==> src/hdl/cfe_pkg.sv <==
package cfe_pkg;

  localparam int AngleBits = 16;
  localparam int Iter      = (AngleBits < 24) ? AngleBits : 24;
  localparam int CordW     = 36;
  localparam int GainQ16   = 107922;
  localparam int FaceW     = 3;
  localparam int PixW      = 12;
  localparam int EdgeW     = 13;
  localparam int SphW      = 14;
  localparam int OutColW   = 13;
  localparam int OutRowW   = 12;
  localparam int CoordW    = 14;
  localparam int MaxEdge   = 4096;
  localparam int MaxSphW   = 8192;
  localparam int EdgeReset = 512;
  localparam int SphReset  = 1024;

  localparam logic [FaceW-1:0] FACE_TOP    = 3'd4;
  localparam logic [FaceW-1:0] FACE_BOTTOM = 3'd5;

  localparam logic CFG_EDGE  = 1'b0;
  localparam logic CFG_WIDTH = 1'b1;

  localparam logic [AngleBits-1:0] HalfTurn    = AngleBits'(1) << (AngleBits - 1);
  localparam logic [AngleBits-1:0] QuarterTurn = AngleBits'(1) << (AngleBits - 2);

  typedef struct packed {
    logic [7:0] blue;
    logic [7:0] green;
    logic [7:0] red;
  } color_t;

  typedef struct packed {
    logic [FaceW-1:0]   face;
    logic signed [CordW-1:0] x1;
    logic signed [CordW-1:0] y1;
    logic signed [CordW-1:0] py2;
    color_t             color;
  } work_t;

  typedef struct packed {
    logic [OutColW-1:0] out_col;
    logic [OutRowW-1:0] out_row;
    color_t             color;
    logic               clamped;
  } res_t;

  function automatic logic [AngleBits-1:0] step_angle(input int i);
    logic [32:0] a;
    logic [32:0] t;
    case (i)
      0:  a = 33'd536870912;
      1:  a = 33'd316933406;
      2:  a = 33'd167458907;
      3:  a = 33'd85004756;
      4:  a = 33'd42667331;
      5:  a = 33'd21354465;
      6:  a = 33'd10679838;
      7:  a = 33'd5340245;
      8:  a = 33'd2670163;
      9:  a = 33'd1335087;
      10: a = 33'd667544;
      11: a = 33'd333772;
      12: a = 33'd166886;
      13: a = 33'd83443;
      14: a = 33'd41722;
      15: a = 33'd20861;
      16: a = 33'd10430;
      17: a = 33'd5215;
      18: a = 33'd2608;
      19: a = 33'd1304;
      20: a = 33'd652;
      21: a = 33'd326;
      22: a = 33'd163;
      23: a = 33'd81;
      default: a = 33'd0;
    endcase
    t = a + (33'd1 << (31 - AngleBits));
    return t[(32-AngleBits) +: AngleBits];
  endfunction

endpackage

==> src/hdl/cfe_front.sv <==
module cfe_front (
  input  logic                   clk_i,
  input  logic                   rst_ni,
  input  logic [cfe_pkg::EdgeW-1:0] edge_i,
  input  logic                   push_i,
  output logic                   full_o,
  input  logic [cfe_pkg::FaceW-1:0] face_i,
  input  logic [cfe_pkg::PixW-1:0]  col_i,
  input  logic [cfe_pkg::PixW-1:0]  row_i,
  input  cfe_pkg::color_t        color_i,
  output logic                   valid_o,
  output cfe_pkg::work_t         work_o,
  input  logic                   q_full_i
);
  import cfe_pkg::*;

  logic        v_q;
  work_t       work_q, work_d;
  logic        load;
  logic [PixW-1:0]         half;
  logic signed [CoordW-1:0] rowp, xc, yc;
  logic signed [CoordW:0]   ma;
  logic signed [CoordW+18:0] prod;
  logic        pole;

  assign full_o  = v_q && q_full_i;
  assign load    = !full_o;
  assign valid_o = v_q;
  assign work_o  = work_q;

  always_comb begin
    half = edge_i[EdgeW-1:1];
    rowp = (face_i == FACE_TOP) ? $signed(CoordW'(edge_i) - CoordW'(1) - CoordW'(row_i))
                                : $signed(CoordW'(row_i));
    xc   = $signed(CoordW'(col_i)) - $signed(CoordW'(half));
    yc   = $signed(CoordW'(half)) - rowp;
    pole = (face_i == FACE_TOP) || (face_i == FACE_BOTTOM);
    if (!pole) begin
      ma = (CoordW+1)'(yc);
    end else if (face_i == FACE_BOTTOM) begin
      ma = -$signed((CoordW+1)'(edge_i));
    end else begin
      ma = $signed((CoordW+1)'(edge_i));
    end
    prod = ma * $signed(19'(GainQ16));
    work_d.face  = face_i;
    work_d.color = color_i;
    work_d.py2   = CordW'(prod);
    if (pole) begin
      work_d.x1 = CordW'(xc) <<< 16;
      work_d.y1 = CordW'(yc) <<< 16;
    end else begin
      work_d.x1 = CordW'(half) <<< 16;
      work_d.y1 = CordW'(xc) <<< 16;
    end
  end

  always_ff @(posedge clk_i or negedge rst_ni) begin
    if (!rst_ni) begin
      v_q <= 1'b0;
    end else if (load) begin
      v_q <= push_i;
    end
  end

  always_ff @(posedge clk_i) begin
    if (load && push_i) begin
      work_q <= work_d;
    end
  end
endmodule

==> config.mk <==
export PLATFORM = sky130hd
export DESIGN_NAME = cfe_front
export DESIGN_NICKNAME = d
export VERILOG_FILES = /design/src/hdl/cfe_pkg.sv /design/src/hdl/cfe_front.sv
export SDC_FILE = /design/constraint.sdc
export NUM_CORES = 1
export LEC_CHECK = 0
export BUFFER_PORTS_ARGS = -buffer_cell sky130_fd_sc_hd__buf_2
export CORE_MARGIN = 3
export CORE_UTILIZATION = 40
export CTS_CLUSTER_DIAMETER = 120
export DETAILED_ROUTE_END_ITERATION = 8
export MAX_ROUTING_LAYER = met4
export PLACE_DENSITY = 0.64
export SLEW_MARGIN = 40
export SYNTH_ARGS = -nofsm -noshare
export SYNTH_HDL_FRONTEND = slang
export SYNTH_SLANG_ARGS = --single-unit
export TNS_END_PERCENT = 100
==> constraint.sdc <==
create_clock -name clk_i -period 7.8 [get_ports clk_i]
set_clock_uncertainty 0.05 [all_clocks]
set_input_delay 2.34 -clock clk_i [delete_from_list [all_inputs] [get_ports clk_i]]
set_output_delay 2.34 -clock clk_i [all_outputs]
set_load 0.005 [all_outputs]
==> run summary <==
The maximum number of pins on one net before global-route repair is 66. The post-detailed-placement half-perimeter wirelength is around 21,000 µm. The worst register-to-register path ends at work_o[50]. The delay of the slowest critical-path stage came out at 580 ps. The last weighted congestion value of the routability-driven placer came out at 0.9290. The data arrival time at the worst-slack endpoint is ~9700 ps. At the pin with the least slew margin, the transition time is 820.7 ps.

The standard cell core area is 23,750 µm². Counting along the longest clock path gives a buffer depth of 2. The combined area of all synthesized cells is 9807 µm².

The overall track demand over capacity in global routing came out at 0.2037. After detailed routing, the number of remaining DRC violations is 0. The die area came out at ~26,000 µm². Counting the fill cells in the layout gives 2,064. The most numerous cell type found on the critical path is a21oi_2. The via count of the first global-routing pass was 8,311. In the final layout, the share of cells above drive strength 1 is 0.4206. The placed cell area came out at 12,970 µm². At the later pin of the worst-skew pair, clock insertion delay measures 350 ps. Among all flip-flop cells after synthesis, the most frequent one is edfxtp_1. At the worst endpoint, the required time is 7860 ps. TritonCTS built the clock tree. The depth of the worst register-to-register path came out at 3.

The path with the worst hold slack has its endpoint at valid_o. The register-to-register setup slack is 5540 ps. The kind of capture point of the worst setup path is a flip-flop.

The standard cell with the maximum stage delay on the critical path is fa_2. The flow ran to the end, but the final reports show violations. The tightest min-delay check is of the reg2reg type. The number of max-slew violations in the final report was 0. Measured against its own limit, the worst slew margin works out to 0.4517. The area growth from synthesis to layout is 42.36%. The routed length per instance is approximately 15 µm. The first detailed-routing pass ran for 4 iterations. The final reports fail on setup timing. For this block, the routed nets add up to 26,440 µm of wire. Once routing completed, OpenROAD measured the worst setup slack at -1809 ps.

The worst register-to-register path begins at valid_o. The via count normalized by instance count is just under 5. The total number of vias came out at 8,360. Clock tree synthesis selected as its root buffer the cell clkbuf_16. The number of CTS-inserted buffers came out at 9. The sequential fraction of the synthesis area came out at 0.2659. The die outline width came out at around 160 µm.

The number of standard cells in the layout, taps in and fillers out came out at 1,724. Counting flops with an async set or reset pin after synthesis yields a share of 0.01149. The post-route cell area is 13,960 µm². The number of antenna repair diodes is 0.

Setup repair after global routing could not meet its margin everywhere. The instance count along the most critical hold path came out at 2. The detail route stage leaves a number of antenna-violating nets equal to 0. Yosys printed 0 warnings. The average cell area after synthesis is about 10 µm². In this run, post-CTS hold repair placed 0 buffers. The number of antenna violations at the first check in global routing came to 0. The first-pass GRT wire length came out at 41,500 µm. The number of max-cap violations is 0.

The number of DRC violations after detailed-routing iteration 0 is 337. The number of rows in the core area came out at 56. The total setup violations reported at the end of the flow is 22.

At the placement stage, the worst setup path has a slack of -2439 ps. The CTS clock-pin slew for the worst setup and hold paths came out at 80 ps. Buffers placed on the I/O ports in this run total about 170. The synthesized flop and latch total is 87.

The worst hold slack is 652.0 ps. The clock net sink count came out at 87. The largest fanout on the critical path came out at 4.

The type of element launching the critical path is a primary input. The worst setup path is of the in2reg kind. From bottom edge to top edge, the die measures around 160 µm.

Derived from the worst setup path, the maximum achievable clock frequency is 104.1 MHz. The final net count is approximately 1,700. The synthesized netlist contains 67 unique library cells. The number of placed instances with taps included came out at 1,679.

Yosys mapped a number of flops with a built-in enable equal to 86. The number of top-level design ports came out at ~200. The H-tree depth is 3. The post-route fraction of the period consumed by the critical path came out at 1.232. The shortest clock period the worst path allows after layout is 9609 ps.

The start point of the worst hold path is valid_o. The starting density of the core came out at 0.4129. The total congestion overflow came out at 0.

After technology mapping, the gate count stands at 982. The hold violation count in the final report was 0.
==> cell type report <==
class | instances | area (µm²) | share of cell area
multi-input combinational | 696 | 7079 | 0.5071
timing repair buffer | 439 | 2927 | 0.2096
sequential | 87 | 2608 | 0.1868
inverter | 167 | 639.4 | 0.04580
tap | 319 | 399.1 | 0.02859
clock buffer | 9 | 225.2 | 0.01613
clock inverter | 7 | 83.83 | 0.006005
==> cells by family after synthesis <==
| group | count (synthesis) | share of synthesized area |
|---|---|---|
| simple gates | 172 | 0.08318 |
| buf+inv | 231 | 0.1074 |
| compound gates | 181 | 0.1213 |
| mux | 16 | 0.01799 |
| xor+xnor | 57 | 0.05091 |
| flops | 87 | 0.2659 |
| other cells | 1 | 0.0003824 |
| fa+ha+maj | 237 | 0.3529 |
==> cells in the final DEF (no fill, tap or decap), types with 31 or more instances in the layout <==
cell type and count:
nor2_1 33, inv_1 155, buf_4 258, conb_1 33, xnor2_1 36, ha_1 145, nand2_1 47, fa_1 63
buf_2 169, edfxtp_1 86, o21ai_0 31
==> metrics by stage <==
stage | utilization | setup TNS (ps)
after floorplan | - | -22380
after global placement | 0.5462 | -41460
after detailed placement | 0.5462 | -43170
after CTS | 0.5793 | -29550
after global routing | 0.5878 | -35860
final | 0.5878 | -29350
==> synthesized netlist by cell type (14+ instances only) <==
library cell | count | share of area
a21oi_1 | 41 | 0.021
buf_4 | 49 | 0.038
edfxtp_1 | 86 | 0.26
fa_1 | 66 | 0.13
ha_1 | 171 | 0.22
inv_1 | 164 | 0.063
nand2_1 | 54 | 0.021
nor2_1 | 40 | 0.015
nor3_1 | 15 | 0.0077
o21a_1 | 14 | 0.011
o21ai_0 | 36 | 0.018
xnor2_1 | 37 | 0.033
xor2_1 | 20 | 0.018
==> registers in the layout, indices dropped and copies added, names as in the netlist <==
name     flops
valid_o      1
work_o      86
==> worst max-delay path by stage <==
| stage | cells past startpoint | start | endpoint |
|---|---|---|---|
| floorplan | 34 | row_i[0] | work_o[55] |
| global placement | 36 | row_i[0] | work_o[53] |
| detailed placement | 36 | row_i[0] | work_o[55] |
| CTS | 35 | row_i[0] | work_o[55] |
| global route | 37 | row_i[0] | work_o[48] |
| finish | 36 | row_i[0] | work_o[55] |
==> timing repair <==
| item | CTS | global route |
|---|---|---|
| setup buffers | 20 | 10 |
| pin swaps | 67 | 36 |
| gates cloned | 0 | 0 |
| resized for setup | 64 | 22 |
| setup endpoints to repair | 22 | 23 |
==> per-layer routing <==
metal,GRT usage,up-vias,part of all wire
li1,-,4144,-
met1,0.2700,3980,0.47
met2,0.3381,214,0.48
met3,0.02442,22,0.048
met4,0.04537,0,0.011
met5,-,-,0
==> worst max-delay path, delay by kind of cell <==
kind            cells  cell delay [ps]
fa+ha+maj          10             3630
buf+inv             7              580
simple gates        3              340
compound gates     13             2450
xor+xnor            3              310
Power is not shown: default switching activity piles up to over one toggle a cycle in this logic, so the estimate is an artifact.
