**src/hdl/cfe_fifo.sv**
```systemverilog
module cfe_fifo #(
  parameter int Width = 8,
  parameter int Depth = 2
) (
  input  logic             clk_i,
  input  logic             rst_ni,
  input  logic             push_i,
  input  logic [Width-1:0] wdata_i,
  output logic             full_o,
  input  logic             pop_i,
  output logic [Width-1:0] rdata_o,
  output logic             empty_o
);
  localparam int PtrW = (Depth > 1) ? $clog2(Depth) : 1;
  localparam int CntW = $clog2(Depth + 1);

  logic [Width-1:0] mem_q [Depth];
  logic [PtrW-1:0]  wr_q, wr_d, rd_q, rd_d;
  logic [CntW-1:0]  cnt_q, cnt_d;
  logic             do_push, do_pop;

  assign full_o  = (cnt_q == CntW'(Depth));
  assign empty_o = (cnt_q == '0);
  assign do_push = push_i && !full_o;
  assign do_pop  = pop_i && !empty_o;
  assign rdata_o = mem_q[rd_q];

  always_comb begin
    wr_d  = wr_q;
    rd_d  = rd_q;
    cnt_d = cnt_q;
    if (do_push) begin
      wr_d = (wr_q == PtrW'(Depth - 1)) ? '0 : wr_q + 1'b1;
    end
    if (do_pop) begin
      rd_d = (rd_q == PtrW'(Depth - 1)) ? '0 : rd_q + 1'b1;
    end
    if (do_push && !do_pop) begin
      cnt_d = cnt_q + 1'b1;
    end else if (do_pop && !do_push) begin
      cnt_d = cnt_q - 1'b1;
    end
  end

  always_ff @(posedge clk_i or negedge rst_ni) begin
    if (!rst_ni) begin
      wr_q  <= '0;
      rd_q  <= '0;
      cnt_q <= '0;
    end else begin
      wr_q  <= wr_d;
      rd_q  <= rd_d;
      cnt_q <= cnt_d;
    end
  end

  always_ff @(posedge clk_i) begin
    if (do_push) begin
      mem_q[wr_q] <= wdata_i;
    end
  end
endmodule

```
**config.mk**
```make
export PLATFORM = sky130hd
export DESIGN_NAME = cfe_fifo
export DESIGN_NICKNAME = d
export VERILOG_FILES = /design/src/hdl/cfe_fifo.sv
export SDC_FILE = /design/constraint.sdc
export NUM_CORES = 1
export LEC_CHECK = 0
export ABC_CLOCK_PERIOD_IN_PS = 1600
export BUFFER_PORTS_ARGS = -buffer_cell sky130_fd_sc_hd__buf_2
export CORE_AREA = 8 8 50 52
export DETAILED_ROUTE_END_ITERATION = 10
export DIE_AREA = 0 0 58 60
export GPL_ROUTABILITY_DRIVEN = 0
export GPL_TIMING_DRIVEN = 0
export PLACE_DENSITY = 0.69
export SLEW_MARGIN = 0
export SYNTH_ARGS = -nofsm -noshare
export SYNTH_HDL_FRONTEND = slang
export SYNTH_SLANG_ARGS = --single-unit
```
**constraint.sdc**
```tcl
create_clock -name clk_i -period 1.6 [get_ports clk_i]
set_input_delay 0.08 -clock clk_i [delete_from_list [all_inputs] [get_ports clk_i]]
set_output_delay 0.08 -clock clk_i [all_outputs]
set_load 0.02 [all_outputs]
```
==> impl_metrics.toml, run 1 <==
[run_status]
status = "finished clean"

[sta]
hold_violations = 0
setup_viol = 0
tightest_slew_ns = 0.438
fin_crit_sh = 0.912
setup_ws_ns = 0.141
layout_min_cycle_time_ns = 1.46
finalClockSkew_ns = 0.00653
max_freq_ghz = 0.686
whs_ns = 0.0936
slew_viol_final = 0
slew_headroom = 0.707

[worst_setup_path]
worst-path-buf-inv = 1
r2r_cells = 6
arrival_ns = 1.67
critPathLaunchType = "register"
cp.required_ns = 1.81
path_depth = 6
worstPathMaxFanout = 3
slowest_stage = "dfrtp_2"
path_cells = "nand2b_1, nand2_2, inv_1, ha_1, nor2_1, xor2_1"
cp_top_family = "simple AND/OR/NAND/NOR gates"
max_stage_delay_ns = 0.42
crit_type = "register to register"
reg2reg_slack_ns = 0.14
crit_path_end_kind = "register"

[power_and_ir_drop]
vdd_drop_max_mv = 0.845
leakage_uw = 0.000434
p_total_uw = 1750
power_density_mw_per_mm2 = 1690

[finish]
drive_gt1_frac = 0.405
num_antenna_cells = 0
final.fill_count = 142
final_nets = 93
fin_util = 0.576
area_delta_synth_final_pct = 32.6

[yosys]
postSynthNetCount = 57
syn_area_per_cell_sq_um = 17.8
ys_seq_area_frac = 0.742
synthesis.area_sq_um = 782
synth-seq-cells = 20
post_synth_num_cell_types = 15
ys_warn_count = 0
syn-instance-count = 44

[floorplanning]
start_util = 0.434
core_sq_mm = 0.00180
dieWidth_um = 58
num_rows = 16
ios = 22
die_y_um = 60
fp.dieArea_sq_mm = 0.00348

[placed_design]
preCtsSetupSlack_ns = -0.0656
dp_hpwl_um = 951
portBuffers = 21

[cts]
h-tree-depth = 1
clock-root-buffer = "clkbuf_4"
cts_buffers = 3
clock_latency_ns = 0.29
clock-sinks = 20
cts_tree = "built"
cts.clk_slew.worst_paths_ns = 0.09
clockBufferDepth = 2

[run]
drv_cap = 0

[global_routing]
grt_max_degree = 12
grt_pass1_wl_um = 2080
overflow = 0
grt_use_total = 0.0831
grt_pass1_vias = 472
antenna_found_initial = 0

[route]
ant_nets = 0
firstDrtPassIters = 4
vias_per_cell = 4.81
drcViolationCount = 0
wl_um = 1320
drtIter0Drc = 9
routedWlPerCell_um = 13.6
dr_total_vias = 467

[worst_hold_path]
holdPathStages = 3
holdCritPathClass = "input port to register"
==> final timing paths <==
check,start,endpoint
min reg2reg,cnt_q[1]$_DFFE_PN0P_,cnt_q[1]$_DFFE_PN0P_
max,cnt_q[0]$_DFFE_PN0P_,cnt_q[1]$_DFFE_PN0P_
max reg2reg,cnt_q[0]$_DFFE_PN0P_,cnt_q[1]$_DFFE_PN0P_
max in group asynchronous,rst_ni,cnt_q[0]$_DFFE_PN0P_
min,push_i,wr_q$_DFFE_PN0N_
min in group asynchronous,rst_ni,cnt_q[1]$_DFFE_PN0P_
==> cells by family (layout without fill, tap and decap cells) <==
family,Yosys count,after routing,synth area share
compound gates,1,1,0.00639
xor+xnor,5,5,0.0656
fa+ha+maj,1,1,0.0160
buf+inv,3,38,0.0160
flops,20,20,0.742
mux,8,8,0.115
simple gates,6,6,0.0384
==> final cells by class <==
class,instances,area [sq um],area share
Timing Repair Buffer,31,203,0.195
Multi-Input combinational cell,21,191,0.185
Sequential cell,20,582,0.561
Buffer,1,5.00,0.00483
Inverter,2,7.51,0.00724
Tap cell,18,22.5,0.0217
Clock buffer,4,26.3,0.0253
==> cell usage after synthesis (all sizes together) <==
| cell | number | area [sq um] |
|---|---|---|
| edfxtp | 16 | 480 |
| mux2 | 8 | 90.1 |
| dfrtp | 4 | 100 |
| nor2 | 3 | 11.3 |
| xnor2 | 3 | 33.8 |
| inv | 2 | 7.51 |
| xor2 | 2 | 17.5 |
| and3 | 1 | 6.26 |
| buf | 1 | 5.00 |
| ha | 1 | 12.5 |
| nand2 | 1 | 6.26 |
| nand2b | 1 | 6.26 |
| o21ai | 1 | 5.00 |
==> metrics by stage <==
stage	cells	area (sq um)	TNS (ns)
floorplan	44	782	0
global placement	83	910	-0.340
detailed placement	83	910	-0.524
CTS	96	1030	0
global route	97	1040	-0.00293
finish	97	1040	0
==> routing by layer <==
| layer | track usage | up-vias | part of all wire |
|---|---|---|---|
| met5 | 0 | - | 0 |
| met4 | 0.0944 | 0 | 0.022 |
| met3 | 0.0151 | 2 | 0.051 |
| met2 | 0.135 | 13 | 0.52 |
| met1 | 0.0835 | 223 | 0.41 |
| li1 | - | 229 | - |
==> power breakdown <==
| part | total, uW | internal, uW | switching (uW) | leakage (uW) |
|---|---|---|---|---|
| Sequential | 792 | 730 | 62.2 | 0.000194 |
| Clock | 229 | 96.7 | 133 | 0.0000150 |
| Combinational | 732 | 310 | 422 | 0.000225 |
| Total | 1750 | 1140 | 617 | 0.000434 |
==> flip-flops by register name (all words and copies together) (netlist names) <==
| name | flops |
|---|---|
| cnt_q | 2 |
| mem_q | 16 |
| rd_q | 1 |
| wr_q | 1 |
==> layout by cell type, fill, tap and decap left out <==
cell,count
xnor2_1,2
dfrtp_2,1
and3_1,1
nor2_2,1
xnor2_2,1
xor2_1,2
clkbuf_1,1
o21ai_1,1
dlygate4sd3_1,9
nor2_1,2
dfrtp_1,3
buf_2,22
inv_1,2
clkbuf_4,3
edfxtp_1,16
ha_1,1
nand2_2,1
mux2_1,6
nand2b_1,1
mux2_2,2
buf_4,1
==> worst reg2reg max path, delay by kind of cell, from the launching register on <==
kind          cells  cell delay [ns]
xor+xnor          1             0.15
fa+ha+maj         1             0.31
buf+inv           1             0.05
flops             1             0.42
simple gates      3             0.46
==> what timing repair did <==
item | CTS | global route
hold buffers | 9 | 0
setup buffers | 0 | 1
endpoints found under the setup margin | 8 | 1
hold endpoints to repair | 20 | 0
resized for setup | 1 | 1
(Power assumes the default switching activity.)
==> run 2, diff against run 1 <==
--- a/config.mk
+++ b/config.mk
@@ -5,7 +5,7 @@
 export SDC_FILE = /design/constraint.sdc
 export NUM_CORES = 1
 export LEC_CHECK = 0
-export ABC_CLOCK_PERIOD_IN_PS = 1600
+export ABC_CLOCK_PERIOD_IN_PS = 1500
 export BUFFER_PORTS_ARGS = -buffer_cell sky130_fd_sc_hd__buf_2
 export CORE_AREA = 8 8 50 52
 export DETAILED_ROUTE_END_ITERATION = 10
@@ -13,6 +13,7 @@
 export GPL_ROUTABILITY_DRIVEN = 0
 export GPL_TIMING_DRIVEN = 0
 export PLACE_DENSITY = 0.69
+export SKIP_CTS_REPAIR_TIMING = 1
 export SLEW_MARGIN = 0
 export SYNTH_ARGS = -nofsm -noshare
 export SYNTH_HDL_FRONTEND = slang
==> constraint.sdc (replaced) <==
create_clock -name clk_i -period 1.5 [get_ports clk_i]
set_input_delay 0.075 -clock clk_i [delete_from_list [all_inputs] [get_ports clk_i]]
set_output_delay 0.075 -clock clk_i [all_outputs]
set_load 0.02 [all_outputs]
==> run 2 against run 1 <==
Fmax increased by 3.8%. Combinational power increased by 12%. Core utilization increased by 1.2 points. Sequential power increased by 9.2%. Die area unchanged. Sequential cell count unchanged. Critical path type unchanged. Largest power group unchanged. Highest routed layer unchanged.
==> impl_metrics.toml, run 2 (synthesized netlist as in run 1, its figures left out) <==
[run_status]
status = "finished clean"

[cts]
clock_latency_ns = 0.28
cts_tree = "built"
clockBufferDepth = 2
clock-sinks = 20
h-tree-depth = 1
cts.clk_slew.worst_paths_ns = 0.09
clock-root-buffer = "clkbuf_4"
cts_buffers = 3

[finish]
num_antenna_cells = 0
mostFrequentLayoutCell = "buf_2"
largest_reg_flops = 16
fin_util = 0.588
drive_gt1_frac = 0.438
final_nets = 94
reg_top3 = "mem_q: 16 flops, cnt_q: 2 flops"
largest-register = "mem_q"
final_cell_mix = "21 x buf_2, 16 x edfxtp_1, 9 x dlygate4sd3_1"
final.fill_count = 140
area_delta_synth_final_pct = 35.4

[sta]
finalClockSkew_ns = 0.00466
slew_viol_final = 0
slew_headroom = 0.706
max_freq_ghz = 0.712
fin_crit_sh = 0.937
setup_ws_ns = 0.0950
fin_tns_setup_ns = 0
hold_violations = 0
tightest_slew_ns = 0.441
setup_viol = 0
layout_min_cycle_time_ns = 1.41

[global_routing]
grt_pass1_wl_um = 1930
overflow = 0
antenna_found_initial = 0
grt_use_total = 0.0781
grt_max_degree = 12
grt_pass1_vias = 434

[route]
drcViolationCount = 0
drtIter0Drc = 10
wl_um = 1400
routedWlPerCell_um = 14.2
dr_total_vias = 472
ant_nets = 0
firstDrtPassIters = 4
vias_per_cell = 4.82

[floorplanning]
ios = 22
die_y_um = 60
core_sq_mm = 0.00180
fp.dieArea_sq_mm = 0.00348
dieWidth_um = 58
num_rows = 16
start_util = 0.434

[placed_design]
portBuffers = 21
preCtsSetupSlack_ns = -0.166
dp_hpwl_um = 951

[worst_setup_path]
crit_path_end_kind = "register"
arrival_ns = 1.62
crit_type = "register to register"
worstPathMaxFanout = 3
crit_start = "cnt_q[0]$_DFFE_PN0P_"
critPathLaunchType = "register"
cp.required_ns = 1.71
r2r_start = "cnt_q[0]$_DFFE_PN0P_"

[power_and_ir_drop]
leakage_uw = 0.000447
vdd_drop_max_mv = 0.947
power_density_mw_per_mm2 = 1820

[run]
drv_cap = 0

[worst_hold_path]
holdCritPathClass = "input port to register"
min_from = "pop_i"
==> run 2: cell types whose count changed in the layout (fill, tap and decap cells not counted) <==
cell,previous run,this run
nand2b_4,0,1
buf_2,22,21
o21ai_2,0,1
nand2b_1,1,0
o21ai_1,1,0
clkbuf_4,3,4
buf_4,1,2
==> run 2: worst paths after layout <==
path                                        end  slack (ns)  cells after the start
max                        cnt_q[1]$_DFFE_PN0P_        0.09                      6
min                            rd_q$_DFFE_PN0P_        0.07                      3
max reg2reg                cnt_q[1]$_DFFE_PN0P_        0.09                      6
min reg2reg                    wr_q$_DFFE_PN0N_        0.55                      1
max in group asynchronous  cnt_q[0]$_DFFE_PN0P_        1.25                      2
min in group asynchronous  cnt_q[1]$_DFFE_PN0P_        0.12                      2
==> run 2: cell type report <==
class	count	area [sq um]	share of cell area
Buffer	1	7.51	0.00709
Multi-Input combinational cell	21	203	0.191
Clock buffer	4	26.3	0.0248
Timing Repair Buffer	32	210	0.199
Tap cell	18	22.5	0.0213
Inverter	2	7.51	0.00709
Sequential cell	20	582	0.550
==> run 2: metal layers <==
| layer | routed length [um] | GRT usage | up-vias | part of all wire |
|---|---|---|---|---|
| met5 | 0 | 0 | - | 0 |
| met4 | 29 | 0.0944 | 0 | 0.021 |
| met3 | 77 | 0.0172 | 2 | 0.055 |
| met2 | 727 | 0.126 | 11 | 0.52 |
| met1 | 560 | 0.0758 | 226 | 0.40 |
| li1 | - | - | 233 | - |
==> run 2: where the power goes <==
group	switching (uW)	internal, uW	leakage [uW]
sequential	86.0	779	0.000194
clock	140	103	0.0000150
combinational	455	364	0.000237
==> run 2: worst max-delay path, stage by stage (launching register included) <==
cell and delay (ns):
dfrtp_2 0.44, nand2b_4 0.16, nand2_2 0.09, inv_1 0.05
ha_1 0.30, nor2_1 0.16, xor2_1 0.15
==> run 2: through the flow <==
stage,instances,area (sq um),total power (uW),hold WS [ns]
6_report,98,1060,1930,0.0694
2_1_floorplan,44,782,1380,-0.221
4_1_cts,87,936,1850,-0.435
5_1_grt,98,1060,2040,0.0880
3_5_place_dp,83,910,1600,-0.118
3_3_place_gp,83,910,1580,-0.118
